<file path="config.mk">
export PLATFORM = sky130hd
export DESIGN_NAME = button_driven_dual_setpoint_comparator
export DESIGN_NICKNAME = d
export VERILOG_FILES = /design/src/rtl/core/bdsc_pkg.sv /design/src/rtl/core/bdsc_lane.sv /design/src/rtl/core/bdsc_ctrl.sv /design/src/rtl/core/button_driven_dual_setpoint_comparator.sv
export SDC_FILE = /design/constraint.sdc
export NUM_CORES = 1
export LEC_CHECK = 0
export ABC_AREA = 1
export BUFFER_PORTS_ARGS = -buffer_cell sky130_fd_sc_hd__buf_4
export CAP_MARGIN = 10
export CORE_MARGIN = 2
export CORE_UTILIZATION = 45
export CTS_CLUSTER_SIZE = 12
export DETAILED_ROUTE_END_ITERATION = 6
export GPL_ROUTABILITY_DRIVEN = 0
export MAX_ROUTING_LAYER = met4
export PLACE_DENSITY = 0.62
export SYNTH_ARGS = -nofsm -noshare
export SYNTH_HDL_FRONTEND = slang
export SYNTH_SLANG_ARGS = --single-unit
</file>
<file path="constraint.sdc">
create_clock -name clk_i -period 4.23 [get_ports clk_i]
set_input_delay 0.423 -clock clk_i [delete_from_list [all_inputs] [get_ports clk_i]]
set_output_delay 0.423 -clock clk_i [all_outputs]
set_load 0.01 [all_outputs]
</file>
<file path="src/rtl/core/bdsc_pkg.sv">
package bdsc_pkg;

  localparam int unsigned SAMPLE_BITS = 10;
  localparam int unsigned POS_W       = 10;
  localparam int unsigned IVL_W       = 8;
  localparam int unsigned KEY_W       = 8;
  localparam int unsigned CFG_IDX_W   = 3;
  localparam int unsigned CFG_DATA_W  = 10;

  // compare width covers both sample and target
  localparam int unsigned CMP_W = (SAMPLE_BITS > POS_W) ? SAMPLE_BITS : POS_W;

  // targets keep only as many bits as a sample carries
  localparam logic [31:0] SAMPLE_MASK32 = (32'd1 << SAMPLE_BITS) - 32'd1;
  localparam logic [POS_W-1:0] POS_MASK = SAMPLE_MASK32[POS_W-1:0];

  localparam logic [KEY_W-1:0] KEY_LIMIT = 8'd127;

  // key bit positions, active low
  localparam int unsigned KEY_A_UP   = 0;
  localparam int unsigned KEY_A_DOWN = 1;
  localparam int unsigned KEY_B_UP   = 2;
  localparam int unsigned KEY_B_DOWN = 3;
  localparam int unsigned KEY_CENTER = 6;

  // register indexes
  typedef enum logic [CFG_IDX_W-1:0] {
    REG_MIN_POS    = 3'd0,
    REG_MAX_POS    = 3'd1,
    REG_CENTER_POS = 3'd2,
    REG_INIT_IVL   = 3'd3,
    REG_FAST_IVL   = 3'd4,
    REG_STEPS      = 3'd5
  } reg_idx_e;

  // reset values
  localparam logic [POS_W-1:0] RST_MIN_POS    = 10'd5;
  localparam logic [POS_W-1:0] RST_MAX_POS    = 10'd1018;
  localparam logic [POS_W-1:0] RST_CENTER_POS = 10'd512;
  localparam logic [IVL_W-1:0] RST_INIT_IVL   = 8'd25;
  localparam logic [IVL_W-1:0] RST_FAST_IVL   = 8'd5;
  localparam logic [IVL_W-1:0] RST_STEPS      = 8'd3;

  // key handling decision shared by all lanes
  typedef struct packed {
    logic take;    // this request ends the loop
    logic act;     // key reading is stable and valid
    logic center;  // center key is down
  } key_ctrl_t;

endpackage

</file>
<file path="src/rtl/core/bdsc_lane.sv">
module bdsc_lane
  import bdsc_pkg::*;
(
  input  logic                   clk_i,
  input  logic                   rst_ni,
  input  logic                   accept_i,
  input  key_ctrl_t              ctrl_i,
  input  logic [SAMPLE_BITS-1:0] sample_i,
  input  logic                   up_n_i,
  input  logic                   down_n_i,
  input  logic [POS_W-1:0]       min_pos_i,
  input  logic [POS_W-1:0]       max_pos_i,
  input  logic [POS_W-1:0]       center_pos_i,
  output logic                   drive_o,
  output logic [POS_W-1:0]       position_o
);

  logic [POS_W-1:0] target_q, target_d;
  logic [POS_W-1:0] step_up, step_down, stepped;

  // compare against the target before this request's keys
  assign drive_o = CMP_W'(sample_i) < CMP_W'(target_q);

  always_comb begin
    step_up   = (!up_n_i && target_q < max_pos_i) ? target_q + 1'b1 : target_q;
    step_down = (!down_n_i && step_up > min_pos_i) ? step_up - 1'b1 : step_up;
    stepped   = ctrl_i.center ? center_pos_i : step_down;
    target_d  = ctrl_i.act ? (stepped & POS_MASK) : target_q;
  end

  assign position_o = target_d;

  always_ff @(posedge clk_i or negedge rst_ni) begin
    if (!rst_ni) begin
      target_q <= RST_CENTER_POS;
    end else if (accept_i) begin
      target_q <= target_d;
    end
  end

endmodule

</file>
<file path="src/rtl/core/bdsc_ctrl.sv">
module bdsc_ctrl
  import bdsc_pkg::*;
(
  input  logic             clk_i,
  input  logic             rst_ni,
  input  logic             accept_i,
  input  logic [KEY_W-1:0] keys_i,
  input  logic [IVL_W-1:0] init_ivl_i,
  input  logic [IVL_W-1:0] fast_ivl_i,
  input  logic [IVL_W-1:0] steps_i,
  output key_ctrl_t        ctrl_o
);

  logic [IVL_W-1:0] count_q, count_d;
  logic [IVL_W-1:0] ivl_q, ivl_d;
  logic [IVL_W-1:0] hold_q, hold_d;
  logic [KEY_W-1:0] prev_q, prev_d;
  logic [IVL_W-1:0] count_inc, hold_inc;
  logic             take, act, center;

  always_comb begin
    count_inc = count_q + 1'b1;
    take      = (count_inc >= ivl_q) || (count_inc == '0);
    act       = take && (keys_i == prev_q) && (keys_i < KEY_LIMIT);
    center    = !keys_i[KEY_CENTER];
    hold_inc  = (hold_q < steps_i) ? hold_q + 1'b1 : hold_q;

    count_d = take ? '0 : count_inc;
    prev_d  = take ? keys_i : prev_q;
    ivl_d   = ivl_q;
    hold_d  = hold_q;
    if (act) begin
      if (ivl_q > fast_ivl_i && !center && hold_inc >= steps_i) begin
        ivl_d  = ivl_q - 1'b1;
        hold_d = '0;
      end else begin
        hold_d = hold_inc;
      end
    end else if (take) begin
      ivl_d  = init_ivl_i;
      hold_d = '0;
    end
  end

  assign ctrl_o = '{take: take, act: act, center: center};

  always_ff @(posedge clk_i or negedge rst_ni) begin
    if (!rst_ni) begin
      count_q <= '0;
      ivl_q   <= RST_INIT_IVL;
      hold_q  <= '0;
      prev_q  <= '0;
    end else if (accept_i) begin
      count_q <= count_d;
      ivl_q   <= ivl_d;
      hold_q  <= hold_d;
      prev_q  <= prev_d;
    end
  end

endmodule

</file>
<file path="src/rtl/core/button_driven_dual_setpoint_comparator.sv">
// channel  direction  handshake                 payload
// in       input      in_valid_i / in_stall_o   sample_a_i, sample_b_i, keys_i
// out      output     out_valid_o / out_stall_i drive_a_o, drive_b_o, keys_taken_o,
//                                               position_a_o, position_b_o
// cfg      input      cfg_we_i                  cfg_idx_i, cfg_data_i
//
// one request per cycle while in_stall_o is low; its result is registered and shows in the cycle after acceptance
// the loop counter, interval and both targets update in the accept cycle,
// so the next request may follow at once
// reset clears counters and loads the default registers and centered targets
// in_stall_o is high only while a result is held and out_stall_i is high
module button_driven_dual_setpoint_comparator
  import bdsc_pkg::*;
(
  input  logic                   clk_i,
  input  logic                   rst_ni,
  // configuration
  input  logic                   cfg_we_i,
  input  logic [CFG_IDX_W-1:0]   cfg_idx_i,
  input  logic [CFG_DATA_W-1:0]  cfg_data_i,
  // request channel
  input  logic                   in_valid_i,
  output logic                   in_stall_o,
  input  logic [SAMPLE_BITS-1:0] sample_a_i,
  input  logic [SAMPLE_BITS-1:0] sample_b_i,
  input  logic [KEY_W-1:0]       keys_i,
  // result channel
  output logic                   out_valid_o,
  input  logic                   out_stall_i,
  output logic                   drive_a_o,
  output logic                   drive_b_o,
  output logic                   keys_taken_o,
  output logic [POS_W-1:0]       position_a_o,
  output logic [POS_W-1:0]       position_b_o
);

  // configuration registers
  logic [POS_W-1:0] min_pos_q, max_pos_q, center_pos_q;
  logic [IVL_W-1:0] init_ivl_q, fast_ivl_q, steps_q;

  always_ff @(posedge clk_i or negedge rst_ni) begin
    if (!rst_ni) begin
      min_pos_q    <= RST_MIN_POS;
      max_pos_q    <= RST_MAX_POS;
      center_pos_q <= RST_CENTER_POS;
      init_ivl_q   <= RST_INIT_IVL;
      fast_ivl_q   <= RST_FAST_IVL;
      steps_q      <= RST_STEPS;
    end else if (cfg_we_i) begin
      case (cfg_idx_i)
        REG_MIN_POS:    min_pos_q    <= cfg_data_i[POS_W-1:0];
        REG_MAX_POS:    max_pos_q    <= cfg_data_i[POS_W-1:0];
        REG_CENTER_POS: center_pos_q <= cfg_data_i[POS_W-1:0];
        REG_INIT_IVL:   init_ivl_q   <= cfg_data_i[IVL_W-1:0];
        REG_FAST_IVL:   fast_ivl_q   <= cfg_data_i[IVL_W-1:0];
        REG_STEPS:      steps_q      <= cfg_data_i[IVL_W-1:0];
        default: ;  // unused indexes are ignored
      endcase
    end
  end

  // handshake: the output register frees up when its result is taken
  logic out_valid_q;
  logic accept;

  assign in_stall_o = out_valid_q && out_stall_i;
  assign accept     = in_valid_i && !in_stall_o;

  // loop counter and key timing
  key_ctrl_t ctrl;

  bdsc_ctrl u_ctrl (
    .clk_i      (clk_i),
    .rst_ni     (rst_ni),
    .accept_i   (accept),
    .keys_i     (keys_i),
    .init_ivl_i (init_ivl_q),
    .fast_ivl_i (fast_ivl_q),
    .steps_i    (steps_q),
    .ctrl_o     (ctrl)
  );

  // one lane per channel, both steered by the same key decision
  logic             drive_a, drive_b;
  logic [POS_W-1:0] pos_a, pos_b;

  bdsc_lane u_lane_a (
    .clk_i        (clk_i),
    .rst_ni       (rst_ni),
    .accept_i     (accept),
    .ctrl_i       (ctrl),
    .sample_i     (sample_a_i),
    .up_n_i       (keys_i[KEY_A_UP]),
    .down_n_i     (keys_i[KEY_A_DOWN]),
    .min_pos_i    (min_pos_q),
    .max_pos_i    (max_pos_q),
    .center_pos_i (center_pos_q),
    .drive_o      (drive_a),
    .position_o   (pos_a)
  );

  bdsc_lane u_lane_b (
    .clk_i        (clk_i),
    .rst_ni       (rst_ni),
    .accept_i     (accept),
    .ctrl_i       (ctrl),
    .sample_i     (sample_b_i),
    .up_n_i       (keys_i[KEY_B_UP]),
    .down_n_i     (keys_i[KEY_B_DOWN]),
    .min_pos_i    (min_pos_q),
    .max_pos_i    (max_pos_q),
    .center_pos_i (center_pos_q),
    .drive_o      (drive_b),
    .position_o   (pos_b)
  );

  // merge the lane results into one output register
  logic             drive_a_q, drive_b_q, taken_q;
  logic [POS_W-1:0] pos_a_q, pos_b_q;

  always_ff @(posedge clk_i or negedge rst_ni) begin
    if (!rst_ni) begin
      out_valid_q <= 1'b0;
    end else if (accept) begin
      out_valid_q <= 1'b1;
    end else if (!out_stall_i) begin
      out_valid_q <= 1'b0;
    end
  end

  // payload needs no reset
  always_ff @(posedge clk_i) begin
    if (accept) begin
      drive_a_q <= drive_a;
      drive_b_q <= drive_b;
      taken_q   <= ctrl.take;
      pos_a_q   <= pos_a;
      pos_b_q   <= pos_b;
    end
  end

  assign out_valid_o  = out_valid_q;
  assign drive_a_o    = drive_a_q;
  assign drive_b_o    = drive_b_q;
  assign keys_taken_o = taken_q;
  assign position_a_o = pos_a_q;
  assign position_b_o = pos_b_q;

endmodule
</file>
# == Yosys cells after proc, flatten, opt, wreduce, memory -nomap -nowiden ==
# Cells that the tools add are included.
# totals
ff_bits,130
latch_bits,0
mem_bits_rw,0
mem_bits_ro,0
in_bits,46
output_inout_bits,25
word_cells,90
mem_count,0
# classes
add_sub_neg,7
n_mul,0
div,0
order_cmp,11
eq_ne,8
n_shift,0
muxes,18
bitwise,0
n_reduce_logical,28
# op_table
operator,count
10-bit two-way mux,8
8-bit two-way mux,8
10-bit less-than comparator,4
10-bit by 1-bit adder with 10-bit output (second input constant),2
10-bit greater-than comparator,2
10-bit by 1-bit subtractor with 10-bit output (second input constant),2
8-bit by 1-bit adder with 8-bit output (second input constant),2
8-bit greater-or-equal comparator,2
2-bit AND reduction,8
1-bit logical AND,10
8-bit equality test,1
8-bit greater-than comparator,1
8-bit zero test,1
8-bit by 7-bit less-than comparator with 1-bit output (second input constant),1
8-bit less-than comparator,1
8-bit by 1-bit subtractor with 8-bit output (second input constant),1
3-bit by 2-bit equality test with 1-bit output (second input constant),2
3-bit equality test (second input constant),2
1-bit zero test,5
3-bit by 1-bit equality test with 1-bit output (second input constant),1
3-bit zero test,1
3-bit AND reduction,1
1-bit two-way mux,2
2-bit by 1-bit != test with 1-bit output (second input constant),1
3 further kinds,3

# == Longest topological paths before layout ==
# Gate-level depths: netlist of the first run.
# logic_depth
word_depth,8
mapped_depth,29
mapped_depth_nobuf,28

# == Modules after synthesis ==
# A second synthesis of the first run with hierarchy kept.
# hier_totals
hier_cells,1410
hier_area_um2,10068.4
# modules_own_cells
module,instances,cells_each,area_per_inst_um2
bdsc_lane,2,364,2139.6
button_driven_dual_setpoint_comparator,1,274,2919.0
bdsc_ctrl,1,408,2870.3

# == Least setup slack after synthesis of the first run ==
# Ideal clock, no wire load.
# synth_path
kind,register to register
from,register max_pos_q[9]
to,"register pos_b_q[4] (netlist: position_b_o[4]), data pin"
setup_time_ns,0.256
t_arrival_ns,3.370
required_time_ns,3.974
slack_ns,0.604
path_stages_with_launch,26
synth_period_minus_slack_ns,3.626
path_cell_list,dfstp_2 -> inv_1 -> ha_1 -> nand2_1 -> nor2_4 -> nand2_1 -> nand3_4 -> buf_12 -> inv_1 -> o21ai_0 -> inv_1 -> ha_1 -> nand2_1 -> nor2_1 -> a21boi_1 -> nor2_1 -> nor2_8 -> nand2_1 -> nor2_2 -> nand2_1 -> nand2_1 -> nand2_1 -> nand2_1 -> nand2_1 -> o21ai_1 -> inv_1
# synth_between
elab_chain_len,8
elab_cells_between_ends,9
cone_classes,add/sub: 1; order compare: 2; mux: 4; reduce/logical: 2
# synth_rtl
item,line_no,source
"start, declared",button_driven_dual_setpoint_comparator.sv:38,"logic [POS_W-1:0] min_pos_q, max_pos_q, center_pos_q;"
"start signal, assigned",button_driven_dual_setpoint_comparator.sv:52,REG_MAX_POS: max_pos_q <= cfg_data_i[POS_W-1:0];
10-bit less-than comparator (*),bdsc_lane.sv:25,step_up = (!up_n_i && target_q < max_pos_i) ? target_q + 1'b1 : target_q;
1-bit logical AND (*),bdsc_lane.sv:25,
10-bit two-way mux (*),bdsc_lane.sv:25,
10-bit greater-than comparator,bdsc_lane.sv:26,step_down = (!down_n_i && step_up > min_pos_i) ? step_up - 1'b1 : step_up;
1-bit logical AND,bdsc_lane.sv:26,
10-bit two-way mux (*),bdsc_lane.sv:26,
10-bit two-way mux (*),bdsc_lane.sv:27,stepped = ctrl_i.center ? center_pos_i : step_down;
10-bit two-way mux (*),bdsc_lane.sv:28,target_d = ctrl_i.act ? (stepped & POS_MASK) : target_q;
named net pos_b[4],button_driven_dual_setpoint_comparator.sv:85,"logic [POS_W-1:0] pos_a, pos_b;"
"end signal, assigned",button_driven_dual_setpoint_comparator.sv:138,pos_b_q <= pos_b;
"end, declared",button_driven_dual_setpoint_comparator.sv:119,"logic [POS_W-1:0] pos_a_q, pos_b_q;"
# Mark *: on every way through the listed nets, which the timed path passes. The rest lies on a longest branch.
# A chain may end at the register's enable or synchronous reset.

# == Worst setup path in the final report of the first run ==
# layout_path
from,register max_pos_q[5]
to,"register pos_b_q[2] (netlist: position_b_o[2]), data pin"
# Same word-level chain as after synthesis.

==> metrics.cfg, run 1 <==
[place]
hpwl_mm=19.2
post-place-ws_ns=0.215
port_buffers=70
placed_area_um2=10200
dp.cells=1544

[floorplanning]
die_x_um=148
design.portCount=71
die_area_um2=22000
chipHeight_um=148
rows=52
initial_core_util_pct=46.1
coreArea_um2=20300

[clock_network]
clock-sinks=130
root_buffer=clkbuf_16
clk_path_buf_depth=2
cts_tree=yes
cts_hold_buf=0
clk_pin_slew_ns=0.06
worstSkewPairLatency_ns=0.43
htreeDepth=4
numCtsBuffers=17

[logic_synthesis]
syn_inst=1217
synth_edf_count=23
synth_nets=1357
synthArstFlopShare_pct=82.3
synth.distinct_cells=49
synth_top_area_share_pct=22.4
synth.area.top_cells=dfrtp_1 22%, nand2_1 13%, ha_1 13%
postSynthAreaPerCell_um2=7.70
yosysSeqAreaShare_pct=36.3
synth_flop_cell=dfrtp_1
synth_seq_cells=130
yosysTopAreaCell=dfrtp_1
syn_area_um2=9370
ys_warn_count=0

[setup_path]
rrSetupSlack_ns=0.24
cp_max_fo=9
worstSetupStartpointType=register
critPathArrivalTime_ns=4.17
path_class=reg -> reg
worstSetupEndpointType=register
cp_data_required_time_ns=4.42

[drt]
ant_nets=0
viasPerCell=5.26
dr_total_vias=8283
drt_iter0_markers=616
drc_errors=0
wl_per_cell_um=16.1
dr.pass1.iters=5
postRouteWirelength_mm=25.3

[power_and_ir_drop]
p_seq_share_pct=27.8
sw_frac_of_total_pct=43.6
p_leak_nw=5.59
p_comb_share_pct=48.8
power.internal_mw=3.94
pwr-share-clk_pct=23.4
vdd_drop_max_v=0.000320
power_density_nw_per_um2=643
p_sw_mw=3.04

[sta]
period_needed_ns=3.99
fmax_ghz=0.251
hold_ws_ns=0.0930
slew_headroom_pct=42.5
fin_crit_sh_pct=94.3
worst_slack_ns=0.243
hold_viol=0
rsz0062_at_grt=yes
finalSetupViolations=0
worstMarginPinSlew_ns=0.862
clock_skew_ns=0.0101
slew_violations=0

[grt]
grt_overflow=0
grt_max_degree=62
grt_pass1_vias=8028
grt_pass1_wl_mm=41.0
antenna_found_initial=0
track_usage_pct=24.7

[job]
maxCapViolations=0

[status]
status=finished, final reports clean

[finish]
num-fill-cells=1954
design_area_um2=10900
finalNetCount=1433
final_util_pct=53.5
diodes=0
fin_cells=1576
drive_gt1_share_pct=16.1
areaGrowthSynthToFinish_pct=16.0

[min_path]
min_path_type=in -> async

## power groups by stage
stage / Sequential, mW / Combinational [mW] / Clock, mW
5_1_grt: 1.98 / 3.90 / 1.71
2_1_floorplan: 1.89 / 2.57 / 0
3_5_place_dp: 1.95 / 3.38 / 0
4_1_cts: 1.93 / 3.40 / 1.66
6_report: 1.94 / 3.41 / 1.63
3_3_place_gp: 1.95 / 3.32 / 0
## final timing paths
kind                                              start                          endpoint  depth (start not counted)
max reg2reg                    max_pos_q[5]$_DFFE_PN1P_         position_b_o[2]$_DFFE_PP_                         20
min reg2reg                u_ctrl.prev_q[7]$_DFFE_PN0P_      u_ctrl.prev_q[7]$_DFFE_PN0P_                          2
min                                              rst_ni  u_lane_b.target_q[8]$_DFFE_PN0P_                          1
max in group asynchronous                        rst_ni          min_pos_q[0]$_DFFE_PN1P_                          2
min in group clk_i                            keys_i[7]      u_ctrl.prev_q[7]$_DFFE_PN0P_                          3
max                            max_pos_q[5]$_DFFE_PN1P_         position_b_o[2]$_DFFE_PP_                         20
## routing by layer
layer  vias to the layer above  routed length [µm]  track usage, %
li1                       4150                   -               -
met3                        54                1110            4.05
met1                      3847               11200            30.7
met4                         0                 966            11.0
met2                       232               12100            39.9
met5                         -                   0               -
## state kept, by name, summed over array words and instances, names as in the netlist, 8 cells and up
name,count
init_ivl_q,8
u_ctrl.count_q,8
u_ctrl.prev_q,8
fast_ivl_q,8
max_pos_q,10
u_ctrl.ivl_q,8
min_pos_q,10
u_ctrl.hold_q,8
position_b_o,10
u_lane_b.target_q,10
center_pos_q,10
u_lane_a.target_q,10
position_a_o,10
steps_q,8
## cells in the mapped netlist (3+ instances only)
cell type    n
nand2_1    329
inv_1      183
o21ai_0    103
ha_1        94
dfrtp_1     84
nand3_1     64
nor2_1      48
a21oi_1     42
nand4_1     30
xor2_1      24
dfstp_2     23
edfxtp_1    23
nand2_2     19
o21ai_1     16
clkbuf_1    13
buf_2       11
nor3_1       9
o22ai_1      8
inv_2        7
o211ai_1     7
a21boi_1     6
nor2_4       6
nand2_4      5
nor2_2       5
a21oi_2      4
a22oi_1      4
a31oi_1      4
nand3_2      4
nand3_4      4
o31ai_1      4
buf_6        3
nor2_8       3
nor4_1       3
o21a_1       3
o21ai_2      3
xnor2_1      3
## final cells by class
class | count | area [µm²] | share of cell area (%)
tap | 270 | 338 | 3.11
clock inverter | 11 | 170 | 1.57
inverter | 191 | 719 | 6.62
multi-input combinational | 866 | 5100 | 47.0
clock buffer | 21 | 482 | 4.43
timing repair buffer | 87 | 653 | 6.01
sequential | 130 | 3400 | 31.3
## per-stage QoR
| step | power (mW) | setup TNS (ns) |
|---|---|---|
| 3_5_place_dp | 5.33 | 0 |
| 5_1_grt | 7.60 | -0.000810 |
| 3_3_place_gp | 5.27 | 0 |
| 6_report | 6.98 | 0 |
| 4_1_cts | 7.00 | 0 |
| 2_1_floorplan | 4.46 | 0 |
## layout by cell type, fill, tap and decap left out, drive strengths merged, types with 5 or more instances in the layout
master,instances
nand2,353
inv,194
o21ai,122
ha,94
buf,87
dfrtp,84
nand3,72
nor2,62
a21oi,46
nand4,30
xor2,24
dfstp,23
edfxtp,23
clkbuf,21
nor3,9
a21boi,9
o22ai,8
o211ai,7
a31oi,5
## timing repair
| action | 4_1_cts | 5_1_grt |
|---|---|---|
| buffers inserted | 0 | 0 |
| gates resized for setup | 0 | 6 |
| setup endpoints to repair | 0 | 13 |
## cell families (layout without fill, tap and decap cells)
kind of cell | after synthesis | count (layout) | synth area share [%]
AOI/OAI and AO/OA | 215 | 215 | 13.1
and+or+nand+nor | 529 | 529 | 26.0
muxes | 1 | 1 | 0.120
adders and majority gates | 94 | 94 | 12.6
DFF | 130 | 130 | 36.3
xor gates and xnor gates | 27 | 27 | 2.52
buffers and inverters | 221 | 310 | 9.50
## worst max-delay path: stages, from the launching register on
cell and delay [ns]:
dfstp_2 0.53, inv_1 0.06, ha_1 0.30, nand2_1 0.07, nor2_1 0.18, nand3_4 0.16, nand3_4 0.12, inv_1 0.08
o21ai_0 0.30, inv_1 0.11, ha_1 0.30, a21o_1 0.18, nor2_1 0.10, nand2_1 0.05, nor2_1 0.28, nor2_8 0.07
nand2_1 0.11, nor2_4 0.07, o21ai_1 0.25, o21ai_0 0.21, o21a_1 0.21
Note: power is estimated with default switching activity, not from simulation.
==> run 2, diff against run 1 <==
--- a/config.mk
+++ b/config.mk
@@ -13,7 +13,6 @@
 export CTS_CLUSTER_SIZE = 12
 export DETAILED_ROUTE_END_ITERATION = 6
 export GPL_ROUTABILITY_DRIVEN = 0
-export MAX_ROUTING_LAYER = met4
 export PLACE_DENSITY = 0.62
 export SYNTH_ARGS = -nofsm -noshare
 export SYNTH_HDL_FRONTEND = slang
==> run 2 against run 1 <==
Register-to-register slack worse by 0.02 ns. Die area unchanged. Utilization unchanged. Maximum frequency down 0.41%. Largest cell class unchanged. Cell area unchanged. Setup slack worse by 0.016 ns. Critical path depth unchanged. Wire length down 0.46%. Clock skew about the same. Sequential share of layout area unchanged. Critical path type unchanged. Flip-flop and latch count unchanged. Non-clock buffer count unchanged. Largest power group unchanged.
==> metrics.cfg, run 2 (synthesized netlist as in run 1, its figures left out) <==
[status]
status=finished, final reports clean

[sta]
rsz0062_at_grt=yes
slew_headroom_pct=43.4  ; +0.85 points
clock_skew_ns=0.00979  ; -0.000334 ns
worst_slack_ns=0.226  ; -0.0162 ns
hold_ws_ns=0.0933  ; +0.000270 ns
tns_ns=0  ; unchanged
fin_crit_sh_pct=94.6  ; +0.38 points
finalSetupViolations=0  ; unchanged
hold_viol=0  ; unchanged
slew_violations=0  ; unchanged
period_needed_ns=4.00  ; +0.0162 ns
worstMarginPinSlew_ns=0.849  ; -0.0128 ns
fmax_ghz=0.250  ; -0.41%

[floorplanning]
die_area_um2=22000  ; unchanged
design.portCount=71  ; unchanged
initial_core_util_pct=46.1  ; unchanged
die_x_um=148  ; unchanged
rows=52  ; unchanged
coreArea_um2=20300  ; unchanged
chipHeight_um=148  ; unchanged

[clock_network]
ctsResizeCount=0  ; unchanged
numCtsBuffers=17  ; unchanged
cts_setup_buffers=0  ; unchanged
worstSkewPairLatency_ns=0.43  ; about the same
clock-sinks=130  ; unchanged
clk_pin_slew_ns=0.06  ; about the same
htreeDepth=4  ; unchanged
cts_tree=yes
clk_path_buf_depth=2  ; unchanged
root_buffer=clkbuf_16
cts_hold_buf=0  ; unchanged

[grt]
grt_use_met1_pct=30.8  ; +0.12 points
grt_overflow=0  ; unchanged
grt_pass1_vias=8016  ; -0.15%
antenna_found_initial=0  ; unchanged
grt_max_degree=62  ; unchanged
top_usage_layer=met2
grt_util_met2_pct=39.7  ; -0.21 points
grt_pass1_wl_mm=41.0  ; about the same
track_usage_pct=24.0  ; -0.72 points
grtUsageMet3_pct=4.20  ; +0.15 points

[job]
maxCapViolations=0  ; unchanged

[min_path]
min_path_type=in -> async

[finish]
areaGrowthSynthToFinish_pct=16.0  ; unchanged
drive_gt1_share_pct=16.1  ; unchanged
layout.cells.most_common_list=328 x nand2_1, 183 x inv_1, 102 x o21ai_0
finalNetCount=1433  ; unchanged
final_util_pct=53.5  ; unchanged
mostFrequentLayoutCell=nand2_1
fin_cells=1576  ; unchanged
diodes=0  ; unchanged

[place]
hpwl_mm=19.2  ; unchanged
port_buffers=70  ; unchanged
dp.cells=1544  ; unchanged
post-place-ws_ns=0.215  ; unchanged

[setup_path]
worstSetupEndpointType=register
worstSetupStartpointType=register
cp_max_fo=9  ; unchanged
critPathArrivalTime_ns=4.19  ; +0.02 ns
cp_data_required_time_ns=4.41  ; about the same
path_class=reg -> reg
rrSetupSlack_ns=0.23  ; -0.02 ns

[drt]
dr_total_vias=8254  ; -0.35%
drt_iter0_markers=644  ; +4.5%
viasPerCell=5.24  ; -0.35%
drc_errors=0  ; unchanged
dr.pass1.iters=6  ; +1
ant_nets=0  ; unchanged
postRouteWirelength_mm=25.2  ; -0.46%
wl_per_cell_um=16.0  ; -0.46%

[power_and_ir_drop]
vdd_drop_max_v=0.000320  ; +0.15%
power_density_nw_per_um2=642  ; about the same
p_leak_nw=5.59  ; unchanged

## run 2: cell counts in the layout (fill, tap and decap cells not counted)
Identical to the previous run, type by type.
## run 2: final timing paths
path | to | startpoint | depth (start not counted)
max in group asynchronous | steps_q[0]$_DFFE_PN1P_ | rst_ni | 2
hold reg to reg | u_ctrl.prev_q[7]$_DFFE_PN0P_ | u_ctrl.prev_q[7]$_DFFE_PN0P_ | 2
setup reg to reg | position_b_o[2]$_DFFE_PP_ | max_pos_q[5]$_DFFE_PN1P_ | 20
hold / removal | u_lane_b.target_q[7]$_DFFE_PN0P_ | rst_ni | 1
min in group clk_i | u_ctrl.prev_q[7]$_DFFE_PN0P_ | keys_i[7] | 3
setup / recovery | position_b_o[2]$_DFFE_PP_ | max_pos_q[5]$_DFFE_PN1P_ | 20
## run 2: where the power goes
part | switching [mW] | internal, mW
Clock | 0.573 | 1.06
Combinational | 2.19 | 1.23
Sequential | 0.277 | 1.66
## run 2: layer usage
layer | vias to the layer above | wire length (µm) | share of wire (%)
met5 | - | 0 | 0
li1 | 4140 | - | -
met2 | 266 | 12000 | 48
met4 | 0 | 968 | 3.8
met3 | 54 | 1300 | 5.2
met1 | 3794 | 11000 | 43
## run 2: final cells by class
cell class / count / area [µm²]
Clock buffer: 21 / 482
Clock inverter: 11 / 170
Fill cell: 1954 / 9440
Inverter: 191 / 719
Multi-Input combinational cell: 866 / 5100
Sequential cell: 130 / 3400
Tap cell: 270 / 338
Timing Repair Buffer: 87 / 653
## run 2: critical path: stages (launching register included)
cell     delay (ns)
dfstp_2        0.53
inv_1          0.06
ha_1           0.30
nand2_1        0.07
nor2_1         0.18
nand3_4        0.16
nand3_4        0.13
inv_1          0.08
o21ai_0        0.30
inv_1          0.11
ha_1           0.30
a21o_1         0.18
nor2_1         0.10
nand2_1        0.05
nor2_1         0.28
nor2_8         0.07
nand2_1        0.11
nor2_4         0.07
o21ai_1        0.25
o21ai_0        0.22
o21a_1         0.21
## run 2: through the flow
step / power (mW) / cell area, µm²
after floorplan: 4.46 / 9370
after global placement: 5.27 / 10200
after detailed placement: 5.33 / 10200
after CTS: 7.00 / 10800
after global routing: 7.60 / 10900
final: 6.98 / 10900
==> run 3, diff against run 2 <==
--- a/config.mk
+++ b/config.mk
@@ -10,6 +10,7 @@
 export CAP_MARGIN = 10
 export CORE_MARGIN = 2
 export CORE_UTILIZATION = 45
+export CTS_BUF_LIST = sky130_fd_sc_hd__clkbuf_4
 export CTS_CLUSTER_SIZE = 12
 export DETAILED_ROUTE_END_ITERATION = 6
 export GPL_ROUTABILITY_DRIVEN = 0
==> run 3 against run 2 <==
Via count shrank 0.33%. Total power shrank 8.7%. Register-to-register slack gained 0.02 ns. Critical path type unchanged.
==> metrics.cfg, run 3 (synthesized netlist as in run 1, its figures left out) <==
[setup_path]
r2r_cells=20  ; unchanged
worstSetupStartpointType=register
cp_data_required_time_ns=4.57  ; +0.16 ns
rrSetupSlack_ns=0.25  ; +0.02 ns
critPathArrivalTime_ns=4.33  ; +0.14 ns
cp_max_fo=9  ; unchanged
worstSetupEndpointType=register
path_class=reg -> reg

[floorplanning]
coreArea_um2=20300  ; unchanged
design.portCount=71  ; unchanged
rows=52  ; unchanged
die_x_um=148  ; unchanged
initial_core_util_pct=46.1  ; unchanged
die_area_um2=22000  ; unchanged
chipHeight_um=148  ; unchanged

[power_and_ir_drop]
vdd_drop_max_v=0.000302  ; -5.8%
p_seq_share_pct=30.3  ; +2.6 points
p_leak_nw=5.45  ; -2.4%
pwr-share-clk_pct=16.2  ; -7.1 points
p_sw_mw=2.96  ; -2.6%
sw_frac_of_total_pct=46.4  ; +2.9 points
power.internal_mw=3.41  ; -13%
p_comb_share_pct=53.5  ; +4.6 points
power_density_nw_per_um2=603  ; -6.1%

[drt]
ant_nets=0  ; unchanged
drt_iter0_markers=568  ; -12%
drc_errors=0  ; unchanged
postRouteWirelength_mm=25.2  ; -0.29%
viasPerCell=5.21  ; -0.45%
dr.pass1.iters=5  ; -1
wl_per_cell_um=15.9  ; -0.42%
dr_total_vias=8227  ; -0.33%

[clock_network]
clk_pin_slew_ns=0.13  ; +0.07 ns
clock-sinks=130  ; unchanged
root_buffer=clkbuf_4
cts_tree=yes
numCtsBuffers=17  ; unchanged
htreeDepth=4  ; unchanged
clk_path_buf_depth=2  ; unchanged
worstSkewPairLatency_ns=0.57  ; +0.14 ns

[sta]
slew_violations=0  ; unchanged
finalSetupViolations=0  ; unchanged
rsz0062_at_grt=no
fmax_ghz=0.251  ; +0.49%
hold_ws_ns=0.0776  ; -0.0157 ns
tns_ns=0  ; unchanged
fin_crit_sh_pct=94.2  ; -0.46 points
worstMarginPinSlew_ns=0.861  ; +0.0119 ns
hold_viol=0  ; unchanged
clock_skew_ns=0.0227  ; +0.0129 ns
period_needed_ns=3.98  ; -0.0195 ns
slew_headroom_pct=42.6  ; -0.79 points

[finish]
finalNetCount=1434  ; +0.070%
drive_gt1_share_pct=16.0  ; -0.089 points
layout.cells.most_common_list=328 x nand2_1, 183 x inv_1, 101 x o21ai_0
mostFrequentLayoutCell=nand2_1
fin_cells=1578  ; +0.13%
areaGrowthSynthToFinish_pct=12.8
design_area_um2=10600  ; -2.8%

[grt]
grt_pass1_wl_mm=41.1  ; +0.40%
track_usage_pct=23.9  ; -0.048 points
grt_pass1_vias=7989  ; -0.34%
antenna_found_initial=1  ; +1
grt_overflow=0  ; unchanged
grt_max_degree=62  ; unchanged

[place]
dp.cells=1544  ; unchanged
hpwl_mm=19.2  ; unchanged
placed_area_um2=10200  ; unchanged
port_buffers=70  ; unchanged

[min_path]
min_path_type=in -> reg
hold_depth=3

[job]
maxCapViolations=0  ; unchanged

[status]
status=finished, final reports clean

## run 3: worst max-delay path: stages, from the launching register on
cell and delay, ns:
dfstp_2 0.55, inv_1 0.05, ha_1 0.30, nand2_1 0.15, a21oi_2 0.06, nor2_4 0.21
nand3_4 0.13, buf_4 0.19, o21ai_1 0.35, ha_1 0.31, nand2_1 0.06, nor2_1 0.05
nand3_1 0.08, nand2_1 0.05, nor2_1 0.29, nor2_8 0.07, nand2_1 0.11, nor2_4 0.07
o21ai_1 0.26, o21ai_0 0.21, o21a_1 0.21
## run 3: worst paths after layout
path | from | endpoint
max in group asynchronous | rst_ni | steps_q[1]$_DFFE_PN1P_
worst max register to register | max_pos_q[9]$_DFFE_PN1P_ | position_b_o[2]$_DFFE_PP_
worst max-delay path | max_pos_q[9]$_DFFE_PN1P_ | position_b_o[2]$_DFFE_PP_
worst min register to register | u_ctrl.prev_q[7]$_DFFE_PN0P_ | u_ctrl.prev_q[7]$_DFFE_PN0P_
min in group asynchronous | rst_ni | u_lane_b.target_q[8]$_DFFE_PN0P_
worst min-delay path | keys_i[7] | u_ctrl.prev_q[7]$_DFFE_PN0P_
## run 3: layout make-up
type,count,area (µm²)
Clock buffer,18,135
Fill cell,1990,9740
Sequential cell,130,3400
Antenna cell,1,2.50
Inverter,191,719
Clock inverter,14,208
Timing Repair Buffer,88,663
Multi-Input combinational cell,866,5100
Tap cell,270,338
## run 3: layer usage
metal	vias up	share of wire [%]	GRT usage, %
met3	51	4.3	3.37
met1	3821	44	31.3
met2	215	48	40.0
met5	-	0	0
met4	0	3.5	10.0
li1	4140	-	-
## run 3: repair_timing
item                       CTS  global route
hold endpoints to repair    45             0
gates resized for setup      0             6
hold buffers                 1             0
setup endpoints to repair    0            15
buffers inserted             0             0
## run 3: power groups by stage
stage | Combinational, mW | Sequential [mW] | Clock [mW]
2_1_floorplan | 2.57 | 1.89 | 0
3_3_place_gp | 3.32 | 1.95 | 0
3_5_place_dp | 3.38 | 1.95 | 0
4_1_cts | 3.40 | 1.93 | 1.06
5_1_grt | 3.90 | 1.98 | 1.11
6_report | 3.41 | 1.93 | 1.03
## run 3: through the flow
| step | setup WS (ns) | total power, mW | util [%] |
|---|---|---|---|
| final | 0.246 | 6.37 | 52.0 |
| after global routing | 0.0109 | 6.99 | 52.0 |
| after detailed placement | 0.215 | 5.33 | 50.2 |
| after floorplan | 0.604 | 4.46 | - |
| after CTS | 0.173 | 6.39 | 52.0 |
| after global placement | 0.268 | 5.27 | 50.2 |
